[config.mk]
export PLATFORM = sky130hd
export DESIGN_NAME = sd_card_identification_sequencer_flat
export DESIGN_NICKNAME = d
export VERILOG_FILES = /design/src/hdl/sdid_pkg.sv /design/src/hdl/sdid_ifs.sv /design/src/hdl/sdid_cfg.sv /design/src/hdl/sdid_csd_dec.sv /design/src/hdl/sdid_seq.sv /design/src/hdl/sd_card_identification_sequencer.sv /design/src/flat_wrapper.sv
export SDC_FILE = /design/constraint.sdc
export NUM_CORES = 1
export LEC_CHECK = 0
export ABC_AREA = 1
export BUFFER_PORTS_ARGS = -buffer_cell sky130_fd_sc_hd__buf_2
export CAP_MARGIN = 20
export CORE_UTILIZATION = 52
export DETAILED_ROUTE_END_ITERATION = 7
export GPL_TIMING_DRIVEN = 0
export MAX_ROUTING_LAYER = met4
export PLACE_DENSITY = 0.82
export SYNTH_ARGS = -nofsm -noshare
export SYNTH_HDL_FRONTEND = slang
export SYNTH_SLANG_ARGS = --single-unit
export TNS_END_PERCENT = 30
[constraint.sdc]
create_clock -name i_clk -period 4.9 [get_ports i_clk]
set_clock_uncertainty 0.1 [all_clocks]
set_input_delay 0.245 -clock i_clk [delete_from_list [all_inputs] [get_ports i_clk]]
set_output_delay 0.245 -clock i_clk [all_outputs]
set_load 0.01 [all_outputs]
[src/hdl/sdid_pkg.sv]
// Shared types and constants for the SD card identification sequencer.
package sdid_pkg;

    // APB register map
    localparam int unsigned PADDR_W = 3;
    localparam logic [PADDR_W-3:0] REG_RETRY_LIMIT = '0;
    localparam logic [7:0] RETRY_LIMIT_RESET = 8'hFF;

    // Finish status codes
    localparam logic [2:0] ST_OK          = 3'd0;
    localparam logic [2:0] ST_FAILED      = 3'd1;
    localparam logic [2:0] ST_UNSUPPORTED = 3'd2;
    localparam logic [2:0] ST_TIMEOUT     = 3'd3;
    localparam logic [2:0] ST_RESP_ERR    = 3'd4;
    localparam logic [2:0] ST_XPORT_ERR   = 3'd5;

    // Card type codes
    localparam logic [2:0] CT_UNKNOWN = 3'd0;
    localparam logic [2:0] CT_SDSC_V1 = 3'd1;
    localparam logic [2:0] CT_SDSC_V2 = 3'd2;
    localparam logic [2:0] CT_SDHC    = 3'd3;
    localparam logic [2:0] CT_SDXC    = 3'd4;

    // Command indexes and arguments
    localparam logic [5:0] CMD_SEND_IF_COND = 6'd8;
    localparam logic [5:0] CMD_SEND_CSD     = 6'd9;
    localparam logic [5:0] CMD_SET_BLOCKLEN = 6'd16;
    localparam logic [5:0] CMD_SD_OP_COND   = 6'd41;
    localparam logic [5:0] CMD_APP_CMD      = 6'd55;
    localparam logic [5:0] CMD_READ_OCR     = 6'd58;

    localparam logic [31:0] ARG_IF_COND  = 32'h0000_01AA;
    localparam logic [31:0] ARG_HCS      = 32'h4000_0000;
    localparam logic [31:0] ARG_BLOCKLEN = 32'd512;
    localparam logic [7:0]  CHECK_PATTERN = 8'hAA;
    localparam logic [7:0]  R1_IDLE       = 8'h01;
    localparam logic [1:0]  V2_CSD_DUMMY  = 2'd2;

    localparam logic [41:0] SDXC_THRESHOLD = 42'd32000000000;

    typedef struct packed {
        logic        func;
        logic        transport_ok;
        logic [7:0]  r1_byte;
        logic [31:0] resp_word;
        logic [63:0] csd_high;
        logic [63:0] csd_low;
    } t_item;

    typedef struct packed {
        logic        action;
        logic [5:0]  cmd_index;
        logic [31:0] cmd_arg;
        logic [1:0]  dummy_before;
        logic        delay_before;
        logic [2:0]  status;
        logic [2:0]  card_type;
        logic [32:0] num_blocks;
        logic [15:0] blk_bytes;
        logic [7:0]  erase_size_log2;
        logic [41:0] capacity_bytes;
    } t_result;

    typedef struct packed {
        logic        ok;
        logic        is_xc;
        logic [32:0] num_blocks;
        logic [15:0] blk_bytes;
        logic [7:0]  erase_size_log2;
        logic [41:0] capacity_bytes;
    } t_csd;

endpackage

[src/hdl/sdid_ifs.sv]
// Valid/ready channel interfaces for sequencer input and result items.
interface sdid_in_if;
    logic        valid;
    logic        ready;
    logic        func;
    logic        transport_ok;
    logic [7:0]  r1_byte;
    logic [31:0] resp_word;
    logic [63:0] csd_high;
    logic [63:0] csd_low;

    modport source(output valid, func, transport_ok, r1_byte, resp_word, csd_high, csd_low,
                   input ready);
    modport sink(input valid, func, transport_ok, r1_byte, resp_word, csd_high, csd_low,
                 output ready);
endinterface

interface sdid_out_if;
    logic        valid;
    logic        ready;
    logic        action;
    logic [5:0]  cmd_index;
    logic [31:0] cmd_arg;
    logic [1:0]  dummy_before;
    logic        delay_before;
    logic [2:0]  status;
    logic [2:0]  card_type;
    logic [32:0] num_blocks;
    logic [15:0] blk_bytes;
    logic [7:0]  erase_size_log2;
    logic [41:0] capacity_bytes;

    modport source(output valid, action, cmd_index, cmd_arg, dummy_before, delay_before,
                   status, card_type, num_blocks, blk_bytes, erase_size_log2,
                   capacity_bytes, input ready);
    modport sink(input valid, action, cmd_index, cmd_arg, dummy_before, delay_before,
                 status, card_type, num_blocks, blk_bytes, erase_size_log2,
                 capacity_bytes, output ready);
endinterface

[src/hdl/sdid_cfg.sv]
// APB configuration register: ACMD41 retry limit.
module sdid_cfg (
    input  logic                          i_clk,
    input  logic                          i_rst_n,
    input  logic                          psel,
    input  logic                          penable,
    input  logic                          pwrite,
    input  logic [sdid_pkg::PADDR_W-1:0]  paddr,
    input  logic [31:0]                   pwdata,
    output logic [31:0]                   prdata,
    output logic                          pready,
    output logic [7:0]                    o_retry_limit
);
    logic       s_hit;
    logic [7:0] r_retry_limit;

    assign s_hit  = (paddr[sdid_pkg::PADDR_W-1:2] == sdid_pkg::REG_RETRY_LIMIT);
    assign pready = 1'b1;

    always_ff @(posedge i_clk) begin
        if (!i_rst_n) begin
            r_retry_limit <= sdid_pkg::RETRY_LIMIT_RESET;
        end else if (psel && penable && pwrite && s_hit) begin
            r_retry_limit <= pwdata[7:0];
        end
    end

    assign prdata        = s_hit ? {24'd0, r_retry_limit} : 32'd0;
    assign o_retry_limit = r_retry_limit;
endmodule

[src/hdl/sdid_csd_dec.sv]
// CSD decoder for v1 (SDSC) and v2 (SDHC/SDXC) layouts.
module sdid_csd_dec (
    input  logic [63:0]        i_csd_high,
    input  logic [63:0]        i_csd_low,
    input  logic               i_layout_v2,
    output sdid_pkg::t_csd     o_csd
);
    logic [7:0]  s_b0, s_b4, s_b5, s_b6, s_b7, s_b8, s_b9, s_b10;
    logic [22:0] s_v2_blocks_k;   // c_size + 1, in units of 1024 blocks
    logic [41:0] s_v2_cap;
    logic [12:0] s_v1_csize_p1;
    logic [3:0]  s_v1_shift;
    logic [32:0] s_v1_cnt;
    logic [41:0] s_v1_cap;

    assign s_b0  = i_csd_high[63:56];
    assign s_b4  = i_csd_high[31:24];
    assign s_b5  = i_csd_high[23:16];
    assign s_b6  = i_csd_high[15:8];
    assign s_b7  = i_csd_high[7:0];
    assign s_b8  = i_csd_low[63:56];
    assign s_b9  = i_csd_low[55:48];
    assign s_b10 = i_csd_low[47:40];

    assign s_v2_blocks_k = {1'b0, s_b7[5:0], s_b8, s_b9} + 23'd1;
    assign s_v2_cap      = {s_v2_blocks_k, 19'd0};

    assign s_v1_csize_p1 = {1'b0, s_b6[1:0], s_b7, s_b8[7:6]} + 13'd1;
    assign s_v1_shift    = {1'b0, s_b9[1:0], s_b10[7]} + 4'd2;
    assign s_v1_cnt      = {20'd0, s_v1_csize_p1} << s_v1_shift;
    assign s_v1_cap      = {9'd0, s_v1_cnt} << s_b5[3:0];

    always_comb begin
        o_csd.erase_size_log2 = {1'b0, s_b4[7], s_b5[5:0]} + 8'd1;
        if (i_layout_v2) begin
            o_csd.ok             = (s_b0[7:6] == 2'd1);
            o_csd.num_blocks     = {s_v2_blocks_k, 10'd0};
            o_csd.blk_bytes      = 16'd512;
            o_csd.capacity_bytes = s_v2_cap;
            o_csd.is_xc          = (s_v2_cap > sdid_pkg::SDXC_THRESHOLD);
        end else begin
            o_csd.ok             = (s_b0[7:6] == 2'd0);
            o_csd.num_blocks     = s_v1_cnt;
            o_csd.blk_bytes      = 16'd1 << s_b5[3:0];
            o_csd.capacity_bytes = s_v1_cap;
            o_csd.is_xc          = 1'b0;
        end
    end
endmodule

[src/hdl/sdid_seq.sv]
// Identification state and next-command logic, one item per enabled cycle.
module sdid_seq (
    input  logic                i_clk,
    input  logic                i_rst_n,
    input  logic                i_step,
    input  sdid_pkg::t_item     i_item,
    input  logic [7:0]          i_retry_limit,
    output logic                o_has_result,
    output sdid_pkg::t_result   o_result
);
    localparam logic [2:0] PH_IDLE   = 3'd0;
    localparam logic [2:0] PH_CMD8   = 3'd1;
    localparam logic [2:0] PH_CMD55  = 3'd2;
    localparam logic [2:0] PH_ACMD41 = 3'd3;
    localparam logic [2:0] PH_CMD16  = 3'd4;
    localparam logic [2:0] PH_CMD58  = 3'd5;
    localparam logic [2:0] PH_CMD9   = 3'd6;

    logic [2:0] r_phase, n_phase;
    logic [7:0] r_retries, n_retries;
    logic       r_path_v2, n_path_v2;
    logic [2:0] r_found, n_found;
    logic [7:0] s_retries_dec;
    sdid_pkg::t_csd s_csd;

    function automatic sdid_pkg::t_result f_cmd(input logic [5:0] idx, input logic [31:0] arg,
                                                input logic [1:0] dummy, input logic dly);
        sdid_pkg::t_result r;
        r              = '0;
        r.cmd_index    = idx;
        r.cmd_arg      = arg;
        r.dummy_before = dummy;
        r.delay_before = dly;
        return r;
    endfunction

    function automatic sdid_pkg::t_result f_fail(input logic [2:0] st, input logic [2:0] ct);
        sdid_pkg::t_result r;
        r           = '0;
        r.action    = 1'b1;
        r.status    = st;
        r.card_type = ct;
        return r;
    endfunction

    sdid_csd_dec u_csd (
        .i_csd_high  (i_item.csd_high),
        .i_csd_low   (i_item.csd_low),
        .i_layout_v2 (r_found == sdid_pkg::CT_SDHC),
        .o_csd       (s_csd)
    );

    assign s_retries_dec = r_retries - 8'd1;

    always_comb begin
        n_phase      = r_phase;
        n_retries    = r_retries;
        n_path_v2    = r_path_v2;
        n_found      = r_found;
        o_has_result = 1'b1;
        o_result     = '0;
        if (!i_item.func) begin
            n_found  = sdid_pkg::CT_UNKNOWN;
            n_phase  = PH_CMD8;
            o_result = f_cmd(sdid_pkg::CMD_SEND_IF_COND, sdid_pkg::ARG_IF_COND, 2'd0, 1'b0);
        end else begin
            case (r_phase)
                PH_CMD8: begin
                    if (!i_item.transport_ok ||
                        (i_item.r1_byte == sdid_pkg::R1_IDLE &&
                         i_item.resp_word[11:8] == 4'd1 &&
                         i_item.resp_word[7:0] == sdid_pkg::CHECK_PATTERN)) begin
                        // failed exchange means v1 card, good echo means v2
                        n_path_v2 = i_item.transport_ok;
                        n_retries = (i_retry_limit == 8'd0) ? 8'd1 : i_retry_limit;
                        n_phase   = PH_CMD55;
                        o_result  = f_cmd(sdid_pkg::CMD_APP_CMD, 32'd0, 2'd0, 1'b0);
                    end else if (i_item.r1_byte != sdid_pkg::R1_IDLE) begin
                        n_phase  = PH_IDLE;
                        o_result = f_fail(sdid_pkg::ST_RESP_ERR, r_found);
                    end else begin
                        n_phase  = PH_IDLE;
                        o_result = f_fail(sdid_pkg::ST_UNSUPPORTED, r_found);
                    end
                end
                PH_CMD55: begin
                    if (!i_item.transport_ok) begin
                        n_phase  = PH_IDLE;
                        o_result = f_fail(sdid_pkg::ST_XPORT_ERR, r_found);
                    end else if (i_item.r1_byte != sdid_pkg::R1_IDLE) begin
                        n_phase  = PH_IDLE;
                        o_result = f_fail(r_path_v2 ? sdid_pkg::ST_UNSUPPORTED
                                                    : sdid_pkg::ST_FAILED, r_found);
                    end else begin
                        n_phase  = PH_ACMD41;
                        o_result = f_cmd(sdid_pkg::CMD_SD_OP_COND,
                                         r_path_v2 ? sdid_pkg::ARG_HCS : 32'd0, 2'd0, 1'b0);
                    end
                end
                PH_ACMD41: begin
                    if (!i_item.transport_ok) begin
                        n_phase  = PH_IDLE;
                        o_result = f_fail(sdid_pkg::ST_XPORT_ERR, r_found);
                    end else if (!i_item.r1_byte[0]) begin
                        if (r_path_v2) begin
                            n_phase  = PH_CMD58;
                            o_result = f_cmd(sdid_pkg::CMD_READ_OCR, 32'd0, 2'd0, 1'b0);
                        end else begin
                            n_found  = sdid_pkg::CT_SDSC_V1;
                            n_phase  = PH_CMD16;
                            o_result = f_cmd(sdid_pkg::CMD_SET_BLOCKLEN,
                                             sdid_pkg::ARG_BLOCKLEN, 2'd0, 1'b0);
                        end
                    end else begin
                        n_retries = s_retries_dec;
                        if (s_retries_dec == 8'd0) begin
                            n_phase  = PH_IDLE;
                            o_result = f_fail(sdid_pkg::ST_TIMEOUT, r_found);
                        end else begin
                            n_phase  = PH_CMD55;
                            o_result = f_cmd(sdid_pkg::CMD_APP_CMD, 32'd0, 2'd0, r_path_v2);
                        end
                    end
                end
                PH_CMD16: begin
                    if (!i_item.transport_ok) begin
                        n_phase  = PH_IDLE;
                        o_result = f_fail(sdid_pkg::ST_XPORT_ERR, r_found);
                    end else if (i_item.r1_byte != 8'd0) begin
                        n_phase  = PH_IDLE;
                        o_result = f_fail(sdid_pkg::ST_RESP_ERR, r_found);
                    end else begin
                        n_phase  = PH_CMD9;
                        o_result = f_cmd(sdid_pkg::CMD_SEND_CSD, 32'd0, 2'd0, 1'b0);
                    end
                end
                PH_CMD58: begin
                    if (!i_item.transport_ok) begin
                        n_phase  = PH_IDLE;
                        o_result = f_fail(sdid_pkg::ST_XPORT_ERR, r_found);
                    end else if (i_item.r1_byte[7]) begin
                        n_phase  = PH_IDLE;
                        o_result = f_fail(sdid_pkg::ST_UNSUPPORTED, r_found);
                    end else begin
                        // CCS bit picks block-addressed SDHC
                        n_found  = i_item.resp_word[30] ? sdid_pkg::CT_SDHC
                                                        : sdid_pkg::CT_SDSC_V2;
                        n_phase  = PH_CMD9;
                        o_result = f_cmd(sdid_pkg::CMD_SEND_CSD, 32'd0,
                                         sdid_pkg::V2_CSD_DUMMY, 1'b0);
                    end
                end
                PH_CMD9: begin
                    n_phase = PH_IDLE;
                    if (!i_item.transport_ok) begin
                        o_result = f_fail(sdid_pkg::ST_XPORT_ERR, r_found);
                    end else if (!s_csd.ok) begin
                        o_result = f_fail(sdid_pkg::ST_FAILED, r_found);
                    end else begin
                        if (s_csd.is_xc) begin
                            n_found = sdid_pkg::CT_SDXC;
                        end
                        o_result                 = f_fail(sdid_pkg::ST_OK, n_found);
                        o_result.num_blocks      = s_csd.num_blocks;
                        o_result.blk_bytes       = s_csd.blk_bytes;
                        o_result.erase_size_log2 = s_csd.erase_size_log2;
                        o_result.capacity_bytes  = s_csd.capacity_bytes;
                    end
                end
                default: begin
                    // idle or unused code: responses are dropped
                    o_has_result = 1'b0;
                end
            endcase
        end
    end

    always_ff @(posedge i_clk) begin
        if (!i_rst_n) begin
            r_phase   <= PH_IDLE;
            r_retries <= 8'd0;
            r_path_v2 <= 1'b0;
            r_found   <= sdid_pkg::CT_UNKNOWN;
        end else if (i_step) begin
            r_phase   <= n_phase;
            r_retries <= n_retries;
            r_path_v2 <= n_path_v2;
            r_found   <= n_found;
        end
    end
endmodule

[src/hdl/sd_card_identification_sequencer.sv]
// Top level of the SD card (SPI mode) identification sequencer.
//
// Usage:
//   i_in carries one item per handshake (valid & ready): func = 0 starts an
//   identification, func = 1 delivers the response to the last command sent.
//   o_out returns at most one item per input: either the next command to
//   send (action = 0, with index, argument, dummy bytes and 1 ms delay flag)
//   or a finish item (action = 1, with status, card type and CSD geometry).
//   Responses that arrive while no identification is running give no item.
//   The APB port holds the ACMD41 retry limit at byte address 0.
// Timing:
//   An accepted item lands in an input register; the step logic then runs
//   on it and writes the result register once that register is free. The
//   input register advances whenever the result register is empty or being
//   drained, so one item per cycle is sustained while the receiver keeps
//   ready high.
// Reset (synchronous, active low): no identification in progress, retry
//   limit 255, both registers empty.
// Stall: when o_out.ready is low the result holds, one more item can wait
//   in the input register, and i_in.ready drops until the result is taken.
module sd_card_identification_sequencer (
    input  logic                          i_clk,
    input  logic                          i_rst_n,
    sdid_in_if.sink                       i_in,
    sdid_out_if.source                    o_out,
    input  logic                          psel,
    input  logic                          penable,
    input  logic                          pwrite,
    input  logic [sdid_pkg::PADDR_W-1:0]  paddr,
    input  logic [31:0]                   pwdata,
    output logic [31:0]                   prdata,
    output logic                          pready
);
    logic              r_in_valid;
    sdid_pkg::t_item   r_in;
    logic              r_out_valid;
    sdid_pkg::t_result r_out;

    logic              s_step;
    logic              s_has_result;
    sdid_pkg::t_result s_result;
    logic [7:0]        s_retry_limit;

    sdid_cfg u_cfg (
        .i_clk         (i_clk),
        .i_rst_n       (i_rst_n),
        .psel          (psel),
        .penable       (penable),
        .pwrite        (pwrite),
        .paddr         (paddr),
        .pwdata        (pwdata),
        .prdata        (prdata),
        .pready        (pready),
        .o_retry_limit (s_retry_limit)
    );

    // step the held item once the result slot is free or freeing up
    assign s_step     = r_in_valid && (!r_out_valid || o_out.ready);
    assign i_in.ready = !r_in_valid || s_step;

    always_ff @(posedge i_clk) begin
        if (!i_rst_n) begin
            r_in_valid <= 1'b0;
        end else if (i_in.ready) begin
            r_in_valid <= i_in.valid;
        end
    end

    always_ff @(posedge i_clk) begin
        if (i_in.ready && i_in.valid) begin
            r_in.func         <= i_in.func;
            r_in.transport_ok <= i_in.transport_ok;
            r_in.r1_byte      <= i_in.r1_byte;
            r_in.resp_word    <= i_in.resp_word;
            r_in.csd_high     <= i_in.csd_high;
            r_in.csd_low      <= i_in.csd_low;
        end
    end

    sdid_seq u_seq (
        .i_clk         (i_clk),
        .i_rst_n       (i_rst_n),
        .i_step        (s_step),
        .i_item        (r_in),
        .i_retry_limit (s_retry_limit),
        .o_has_result  (s_has_result),
        .o_result      (s_result)
    );

    // result register
    always_ff @(posedge i_clk) begin
        if (!i_rst_n) begin
            r_out_valid <= 1'b0;
        end else if (s_step) begin
            r_out_valid <= s_has_result;
        end else if (o_out.ready) begin
            r_out_valid <= 1'b0;
        end
    end

    always_ff @(posedge i_clk) begin
        if (s_step && s_has_result) begin
            r_out <= s_result;
        end
    end

    assign o_out.valid           = r_out_valid;
    assign o_out.action          = r_out.action;
    assign o_out.cmd_index       = r_out.cmd_index;
    assign o_out.cmd_arg         = r_out.cmd_arg;
    assign o_out.dummy_before    = r_out.dummy_before;
    assign o_out.delay_before    = r_out.delay_before;
    assign o_out.status          = r_out.status;
    assign o_out.card_type       = r_out.card_type;
    assign o_out.num_blocks      = r_out.num_blocks;
    assign o_out.blk_bytes       = r_out.blk_bytes;
    assign o_out.erase_size_log2 = r_out.erase_size_log2;
    assign o_out.capacity_bytes  = r_out.capacity_bytes;
endmodule
[src/flat_wrapper.sv]
// flat-port wrapper written by rule: the top's interface ports become plain ports
module sd_card_identification_sequencer_flat 
  (i_clk, i_rst_n, psel, penable, pwrite, paddr, pwdata, prdata, pready, i_in_valid, i_in_func, i_in_transport_ok, i_in_r1_byte, i_in_resp_word, i_in_csd_high, i_in_csd_low, i_in_ready, o_out_valid, o_out_action, o_out_cmd_index, o_out_cmd_arg, o_out_dummy_before, o_out_delay_before, o_out_status, o_out_card_type, o_out_num_blocks, o_out_blk_bytes, o_out_erase_size_log2, o_out_capacity_bytes, o_out_ready);
  sdid_in_if i_in_i ();
  sdid_out_if o_out_i ();
  input  logic i_clk;
  input  logic i_rst_n;
  input  logic psel;
  input  logic penable;
  input  logic pwrite;
  input  logic [sdid_pkg::PADDR_W-1:0] paddr;
  input  logic [31:0] pwdata;
  output logic [31:0] prdata;
  output logic pready;
  input wire logic [$bits(i_in_i.valid)-1:0] i_in_valid;
  input wire logic [$bits(i_in_i.func)-1:0] i_in_func;
  input wire logic [$bits(i_in_i.transport_ok)-1:0] i_in_transport_ok;
  input wire logic [$bits(i_in_i.r1_byte)-1:0] i_in_r1_byte;
  input wire logic [$bits(i_in_i.resp_word)-1:0] i_in_resp_word;
  input wire logic [$bits(i_in_i.csd_high)-1:0] i_in_csd_high;
  input wire logic [$bits(i_in_i.csd_low)-1:0] i_in_csd_low;
  output wire logic [$bits(i_in_i.ready)-1:0] i_in_ready;
  output wire logic [$bits(o_out_i.valid)-1:0] o_out_valid;
  output wire logic [$bits(o_out_i.action)-1:0] o_out_action;
  output wire logic [$bits(o_out_i.cmd_index)-1:0] o_out_cmd_index;
  output wire logic [$bits(o_out_i.cmd_arg)-1:0] o_out_cmd_arg;
  output wire logic [$bits(o_out_i.dummy_before)-1:0] o_out_dummy_before;
  output wire logic [$bits(o_out_i.delay_before)-1:0] o_out_delay_before;
  output wire logic [$bits(o_out_i.status)-1:0] o_out_status;
  output wire logic [$bits(o_out_i.card_type)-1:0] o_out_card_type;
  output wire logic [$bits(o_out_i.num_blocks)-1:0] o_out_num_blocks;
  output wire logic [$bits(o_out_i.blk_bytes)-1:0] o_out_blk_bytes;
  output wire logic [$bits(o_out_i.erase_size_log2)-1:0] o_out_erase_size_log2;
  output wire logic [$bits(o_out_i.capacity_bytes)-1:0] o_out_capacity_bytes;
  input wire logic [$bits(o_out_i.ready)-1:0] o_out_ready;
  assign i_in_i.valid = i_in_valid;
  assign i_in_i.func = i_in_func;
  assign i_in_i.transport_ok = i_in_transport_ok;
  assign i_in_i.r1_byte = i_in_r1_byte;
  assign i_in_i.resp_word = i_in_resp_word;
  assign i_in_i.csd_high = i_in_csd_high;
  assign i_in_i.csd_low = i_in_csd_low;
  assign i_in_ready = i_in_i.ready;
  assign o_out_valid = o_out_i.valid;
  assign o_out_action = o_out_i.action;
  assign o_out_cmd_index = o_out_i.cmd_index;
  assign o_out_cmd_arg = o_out_i.cmd_arg;
  assign o_out_dummy_before = o_out_i.dummy_before;
  assign o_out_delay_before = o_out_i.delay_before;
  assign o_out_status = o_out_i.status;
  assign o_out_card_type = o_out_i.card_type;
  assign o_out_num_blocks = o_out_i.num_blocks;
  assign o_out_blk_bytes = o_out_i.blk_bytes;
  assign o_out_erase_size_log2 = o_out_i.erase_size_log2;
  assign o_out_capacity_bytes = o_out_i.capacity_bytes;
  assign o_out_i.ready = o_out_ready;
  sd_card_identification_sequencer u_core (.i_clk(i_clk), .i_rst_n(i_rst_n), .i_in(i_in_i), .o_out(o_out_i), .psel(psel), .penable(penable), .pwrite(pwrite), .paddr(paddr), .pwdata(pwdata), .prdata(prdata), .pready(pready));
endmodule
==> impl_metrics.py, run 1 <==
metrics = {
    "pwr": {
        "pwr_density_cell_nw_per_um2": 290,
        "peakVddDrop_mv": 0.306,
        "p_leak_uw": 0.00674,
    },
    "sta": {
        "fin_crit_ns": 3.43,
        "fmax_mhz": 291,
        "hold_ws_ns": 0.137,
        "tightest_slew_ns": 1.04,
        "finalSetupViolCount": 0,
        "hold_violations": 0,
        "post-route-period-util_pct": 70.1,
        "slew_headroom_pct": 30.7,
        "rsz0062_at_grt": "no",
        "finalMaxSlewViolations": 0,
    },
    "clocking": {
        "cts_tree": "built",
        "cts.sinks": 201,
        "cts_setup_buffers": 0,
        "cts_htree_levels": 1,
        "insertion_delay_ns": 0.53,
        "cts_root_buffer": "clkbuf_16",
        "cts.path.max_buffers": 3,
        "numCtsBuffers": 22,
        "clkTransAtPathRegs_ns": 0.06,
        "post_cts_resized": 0,
    },
    "drt": {
        "ant_nets": 0,
        "vias": 11602,
        "drt_iter0_drc": 1146,
        "drc": 0,
        "wl_um": 41200,
        "vias_per_cell": 5.60,
        "wl_per_cell_um": 19.9,
        "first_pass_iters": 8,
    },
    "layout": {
        "fillers": 1722,
        "drive_gt1_share_pct": 22.2,
        "seq_area_um2": 5790,
        "area_delta_synth_final_pct": 25.8,
        "fin_nets": 1997,
        "n_antenna_cell": 0,
        "multi_input_area_um2": 5020,
        "fin_area_um2": 14900,
    },
    "outcome": {
        "status": "finished, final reports clean",
    },
    "synth": {
        "syn_inst": 1423,
        "netlist_area_um2": 11800,
        "synth_edf_count": 176,
        "synthFlopType": "edfxtp_1",
        "ys_seq_area_share_pct": 48.8,
        "yosysUniqueCellTypes": 54,
        "yosysWarningCount": 0,
        "avgSynthCellArea_um2": 8.32,
        "synthArstFlopShare_pct": 0,
        "ys_ff_latch": 201,
    },
    "die": {
        "die_area_um2": 23400,
        "core_um2": 22100,
        "start_util_pct": 53.6,
        "fp-row-count": 54,
        "die_w_um": 153,
        "fp.dieH_um": 153,
        "io_pins": 394,
    },
    "global_route": {
        "met3_usage_pct": 4.99,
        "grt-ovfl-total": 0,
        "grtUsageTotal_pct": 36.3,
        "grt_pass1_vias": 11173,
        "grt_max_degree": 49,
        "use_met2_pct": 59.3,
        "use_met1_pct": 45.8,
        "busiest_layer": "met2",
        "grt_pass1_wl_um": 63400,
        "antenna_found_initial": 0,
    },
    "worst_hold_path": {
        "min-delay-start": "penable",
        "min_path_type": "in -> reg",
    },
    "critical_path": {
        "cp_slowest_stage_delay_ns": 0.55,
        "startpoint_type": "register",
        "path_delay_family": "simple AND/OR/NAND/NOR gates",
        "crit_arrival_ns": 3.61,
        "crit_fanout": 10,
        "crit_path_end_kind": "register",
        "r2r_start": "u_core.r_in[48]",
        "worstSetupPathType": "reg -> reg",
        "cp_cell_sequence": "ha_1 > buf_2 > clkinv_1 > clkbuf_1 > nand3_1 > nand3_1 > nand3_1 > nand3_1 > nand3_1 > nand3_1 > nand2_1 > nor2_1",
        "crit_slowest_cell": "edfxtp_1",
        "crit_start": "u_core.r_in[48]",
        "path_buf_inv": 3,
        "cp_common_cell": "nand3_1",
        "required_ns": 5.08,
    },
    "placed_design": {
        "port_buffers": 204,
        "place_area_um2": 13500,
        "dp_hpwl_um": 29700,
        "gp_congestion": 1.01,
    },
    "job": {
        "maxCapViolCount": 0,
    },
}
[stage by stage]
| step | util, % | instances | TNS, ns | setup WS [ns] | power [uW] |
|---|---|---|---|---|---|
| floorplan | - | 1472 | 0 | 0.990 | 2410 |
| finish | 67.4 | 2071 | 0 | 1.47 | 4310 |
| global route | 67.4 | 2071 | 0 | 1.35 | 4450 |
| global placement | 60.6 | 1956 | -0.303 | -0.236 | 2610 |
| detailed placement | 61.0 | 1960 | 0 | 1.62 | 2620 |
| CTS | 67.4 | 2071 | 0 | 1.61 | 4280 |
[cell type report]
cell class                 instances  area share, %
buffer                           110           4.55
clock buffer                      27           3.89
clock inverter                    13          0.857
inverter                         145           3.65
multi-input combinational       1016           33.7
sequential                       201           38.8
tap                              280           2.35
timing repair buffer             279           12.2
[layout by cell type (no fill, tap or decap), drive strengths merged, types with 40 or more instances in the layout]
cell type    instances
a21oi               45
buf                300
clkbuf              45
conb                51
dlygate4sd3         71
edfxtp             176
inv                141
nand2              340
nand3              247
nor2               144
nor3                40
o21ai               44
[where the power goes]
group	internal, uW	switching (uW)
registers	1930	40.0
clock network	950	700
logic	239	456
[kinds of logic after synthesis]
| kind of cell | after synthesis | synth area share [%] |
|---|---|---|
| and+or+nand+nor | 815 | 32.3 |
| buffers and inverters | 255 | 10.3 |
| DFF | 201 | 48.8 |
| AOI/OAI and AO/OA | 118 | 5.79 |
| xor gates and xnor gates | 21 | 1.55 |
| adders and majority gates | 10 | 1.06 |
| other | 2 | 0.0634 |
| muxes | 1 | 0.0845 |
[Yosys cell counts, types with 3 or more instances]
library cell  count  share of area [%]
a211oi_1          3               0.19
a21oi_1          42                1.8
buf_1             8               0.25
buf_2            23               0.97
buf_4            59                3.7
clkbuf_1         18               0.57
clkinv_1          5               0.16
dfxtp_1          25                4.2
edfxtp_1        176                 45
ha_1             10                1.1
inv_1           124                3.9
inv_2            16               0.51
nand2_1         334                 11
nand2_2           6               0.32
nand3_1         234                9.9
nand3_2          12                1.0
nand4_1          23                1.2
nor2_1          132                4.2
nor2_2            7               0.37
nor2_4            4               0.38
nor3_1           26                1.1
nor3_2            9               0.76
nor3_4            5               0.69
nor4_1            7               0.37
o211ai_1          9               0.57
o21ai_0          33                1.4
o21ai_1           9               0.38
o22ai_1           5               0.26
or2_1             5               0.26
xnor2_1           7               0.52
xor2_1           14                1.0
[path summary, 6_finish.rpt]
path                                     end  slack (ns)  depth (start not counted)
max reg2reg  u_core.o_out.capacity_bytes[19]        1.47                         12
max          u_core.o_out.capacity_bytes[19]        1.47                         12
min reg2reg        u_core.u_seq.r_retries[6]        0.40                          2
min            u_core.u_cfg.o_retry_limit[2]        0.14                          5
[per-layer routing]
layer,up-vias,share of wire (%)
li1,5411,-
met1,5430,41
met2,654,48
met3,107,7.5
met4,0,4.0
met5,-,0
[state kept, by name, indices dropped and copies added (netlist names), 3 cells and up]
register                      cells
u_core.u_seq.r_retries            8
u_core.u_cfg.o_retry_limit        8
u_core.o_out.capacity_bytes      42
u_core.o_out.status               3
u_core.o_out.num_blocks          33
u_core.o_out.blk_bytes           16
u_core.r_in                      59
u_core.o_out.cmd_arg              3
u_core.u_seq.r_found              3
u_core.o_out.erase_size_log2      8
u_core.o_out.cmd_index            6
u_core.u_seq.r_phase              3
u_core.o_out.card_type            3
[worst register-to-register path, stage by stage, from the launching register on]
cell and delay [ns]:
edfxtp_1 0.55, ha_1 0.36, buf_2 0.22, clkinv_1 0.37, clkbuf_1 0.38, nand3_1 0.24, nand3_1 0.19, nand3_1 0.16
nand3_1 0.11, nand3_1 0.18, nand3_1 0.17, nand2_1 0.11, nor2_1 0.06
[timing repair]
item	4_1_cts	5_1_grt
hold endpoints to repair	74	0
hold buffers	71	0
setup endpoints to repair	0	0
(Power assumes the default switching activity.)
==> inputs of run 2 (changes only) <==
- clock period: 4.9 -> 3.5 ns (I/O delays scaled with it)
==> run 2 against run 1 <==
Clock power is 49% higher. Non-clock buffer count up 3. Worst setup slack worse by 1.2 ns. Register-to-register slack worse by 1.2 ns. Critical path depth fell by 1. Sequential cell count unchanged. Combinational power increased by 40%. Power grew 44%. Critical path type unchanged. Largest power group unchanged.
==> impl_metrics.py, run 2 (same netlist as run 1, synthesis figures left out) <==
metrics = {
    "die": {
        "fp-row-count": 54,
        "fp.dieH_um": 153,
        "die_area_um2": 23400,
        "io_pins": 394,
        "start_util_pct": 53.6,
        "core_um2": 22100,
        "die_w_um": 153,
    },
    "global_route": {
        "grt_max_degree": 47,
        "grt_pass1_vias": 11071,
        "grt_pass1_wl_um": 63100,
        "grt-ovfl-total": 0,
        "antenna_found_initial": 0,
        "grtUsageTotal_pct": 36.2,
    },
    "layout": {
        "largest_reg_flops": 59,
        "final_cell_mix": "nand2_1, nand3_1, buf_2, edfxtp_1, nor2_1",
        "drive_gt1_share_pct": 22.6,
        "final_util_pct": 68.0,
        "fillers": 1731,
        "final_cells": 2073,
        "final_common_cell": "nand2_1",
        "top_register": "u_core.r_in",
        "fin_area_um2": 15000,
        "n_antenna_cell": 0,
        "fin_nets": 2000,
        "area_delta_synth_final_pct": 26.9,
    },
    "sta": {
        "slew_headroom_pct": 50.5,
        "fmax_mhz": 308,
        "rsz0062_at_grt": "no",
        "tightest_slew_ns": 0.742,
        "hold_violations": 0,
        "finalSetupViolCount": 0,
        "fin_crit_ns": 3.24,
        "finalMaxSlewViolations": 0,
        "post-route-period-util_pct": 92.6,
    },
    "clocking": {
        "cts_htree_levels": 1,
        "cts.sinks": 201,
        "cts.path.max_buffers": 3,
        "insertion_delay_ns": 0.53,
        "cts_root_buffer": "clkbuf_16",
        "numCtsBuffers": 22,
        "clkTransAtPathRegs_ns": 0.06,
        "cts_tree": "built",
        "cts_setup_buffers": 0,
    },
    "critical_path": {
        "crit_arrival_ns": 3.41,
        "crit_path_end_kind": "register",
        "required_ns": 3.66,
        "worstSetupPathType": "reg -> reg",
        "r2r.worst_path.cells": 11,
        "ff2ff_setup_slack_ns": 0.26,
        "r2r_start": "u_core.r_in[48]",
        "worstReg2RegEnd": "u_core.o_out.capacity_bytes[23]",
        "startpoint_type": "register",
        "crit_fanout": 10,
    },
    "pwr": {
        "pwr-share-comb_pct": 15.8,
        "seqPwrFrac_pct": 44.5,
        "p_int_uw": 4530,
        "power.total_uw": 6190,
        "clkPwrFrac_pct": 39.7,
        "peakVddDrop_mv": 0.442,
        "pwr_density_cell_nw_per_um2": 412,
        "sw_frac_of_total_pct": 26.8,
        "p_switching_uw": 1660,
        "p_leak_uw": 0.00679,
    },
    "worst_hold_path": {
        "min_to": "u_core.u_cfg.o_retry_limit[3]",
        "min-delay-start": "penable",
        "min_path_type": "in -> reg",
        "hold_depth": 5,
    },
    "placed_design": {
        "dpl.cell_count": 1961,
        "gp_congestion": 1.00,
        "place_area_um2": 13500,
        "port_buffers": 204,
        "dp_hpwl_um": 29400,
    },
    "drt": {
        "drt_iter0_drc": 1073,
        "wl_um": 41400,
        "vias_per_cell": 5.59,
        "ant_nets": 0,
        "first_pass_iters": 6,
        "drc": 0,
        "wl_per_cell_um": 20.0,
        "vias": 11592,
    },
    "job": {
        "maxCapViolCount": 0,
    },
    "outcome": {
        "status": "finished, final reports clean",
    },
}
==> run 2: cell types whose count changed in the layout (fill, tap and decap cells not counted), moves of 2 or more <==
cell           previous run  this run
buf_16                    0         2
clkinv_1                 10         5
dlygate4sd3_1            71        73
dfxtp_1                  25        23
clkbuf_16                22        24
==> run 2: worst max-delay path by stage <==
| stage | startpoint | endpoint | slack [ns] | depth (start not counted) |
|---|---|---|---|---|
| 4_1_cts | u_core.r_in[48] | u_core.o_out.capacity_bytes[33] | 0.25 | 12 |
| 2_1_floorplan | u_core.u_seq.r_phase[1] | u_core.u_seq.r_phase[1] | -0.31 | 16 |
| 3_3_place_gp | u_core.u_seq.r_phase[0] | u_core.u_seq.r_phase[1] | -1.50 | 12 |
| 3_5_place_dp | u_core.r_in[48] | u_core.o_out.capacity_bytes[33] | 0.29 | 12 |
| 5_1_grt | u_core.r_in[48] | u_core.o_out.capacity_bytes[21] | 0.06 | 12 |
| 6_report | u_core.r_in[48] | u_core.o_out.capacity_bytes[23] | 0.26 | 11 |
==> run 2: per-layer routing <==
layer	routed length [um]	GRT usage [%]
met1	16300	45.0
met2	20000	59.2
met3	3210	4.73
met4	1880	15.9
met5	0	-
==> run 2: final cells by class <==
| type | count | area (um2) | area share, % |
|---|---|---|---|
| Buffer | 110 | 678 | 4.51 |
| Inverter | 145 | 548 | 3.65 |
| Clock buffer | 30 | 633 | 4.21 |
| Timing Repair Buffer | 282 | 1870 | 12.4 |
| Tap cell | 280 | 350 | 2.33 |
| Sequential cell | 201 | 5790 | 38.5 |
| Multi-Input combinational cell | 1016 | 5030 | 33.4 |
| Clock inverter | 9 | 135 | 0.899 |
==> run 2: stage by stage <==
stage / setup TNS [ns] / setup slack (ns) / hold WS, ns
global placement: -114.20 / -1.50 / 0.252
global route: 0 / 0.0560 / 0.0974
finish: 0 / 0.258 / 0.0721
detailed placement: 0 / 0.294 / 0.253
floorplan: -13.66 / -0.313 / 0.174
CTS: 0 / 0.250 / 0.000877
==> run 2: power by group through the flow <==
| stage | registers, uW | logic, uW | clock network, uW |
|---|---|---|---|
| final | 2760 | 976 | 2460 |
| after global routing | 2760 | 1050 | 2560 |
| after CTS | 2750 | 938 | 2460 |
| after detailed placement | 2800 | 872 | 0 |
| after global placement | 2800 | 851 | 0 |
| after floorplan | 2820 | 549 | 0 |
==> run 2: what timing repair did <==
item	4_1_cts	5_1_grt
endpoints found under the setup margin	0	2
hold buffers	73	0
hold endpoints to repair	78	0
resized for setup	0	1
==> run 2: worst max-delay path: stages, from the launching register on <==
cell and delay, ns:
edfxtp_1 0.53, ha_1 0.36, buf_2 0.19, clkinvlp_4 0.23
clkbuf_1 0.42, o21ai_0 0.32, nand4_1 0.20, nand3_1 0.13
nand3_1 0.15, nand3_1 0.14, nand2_1 0.15, nor2_1 0.05
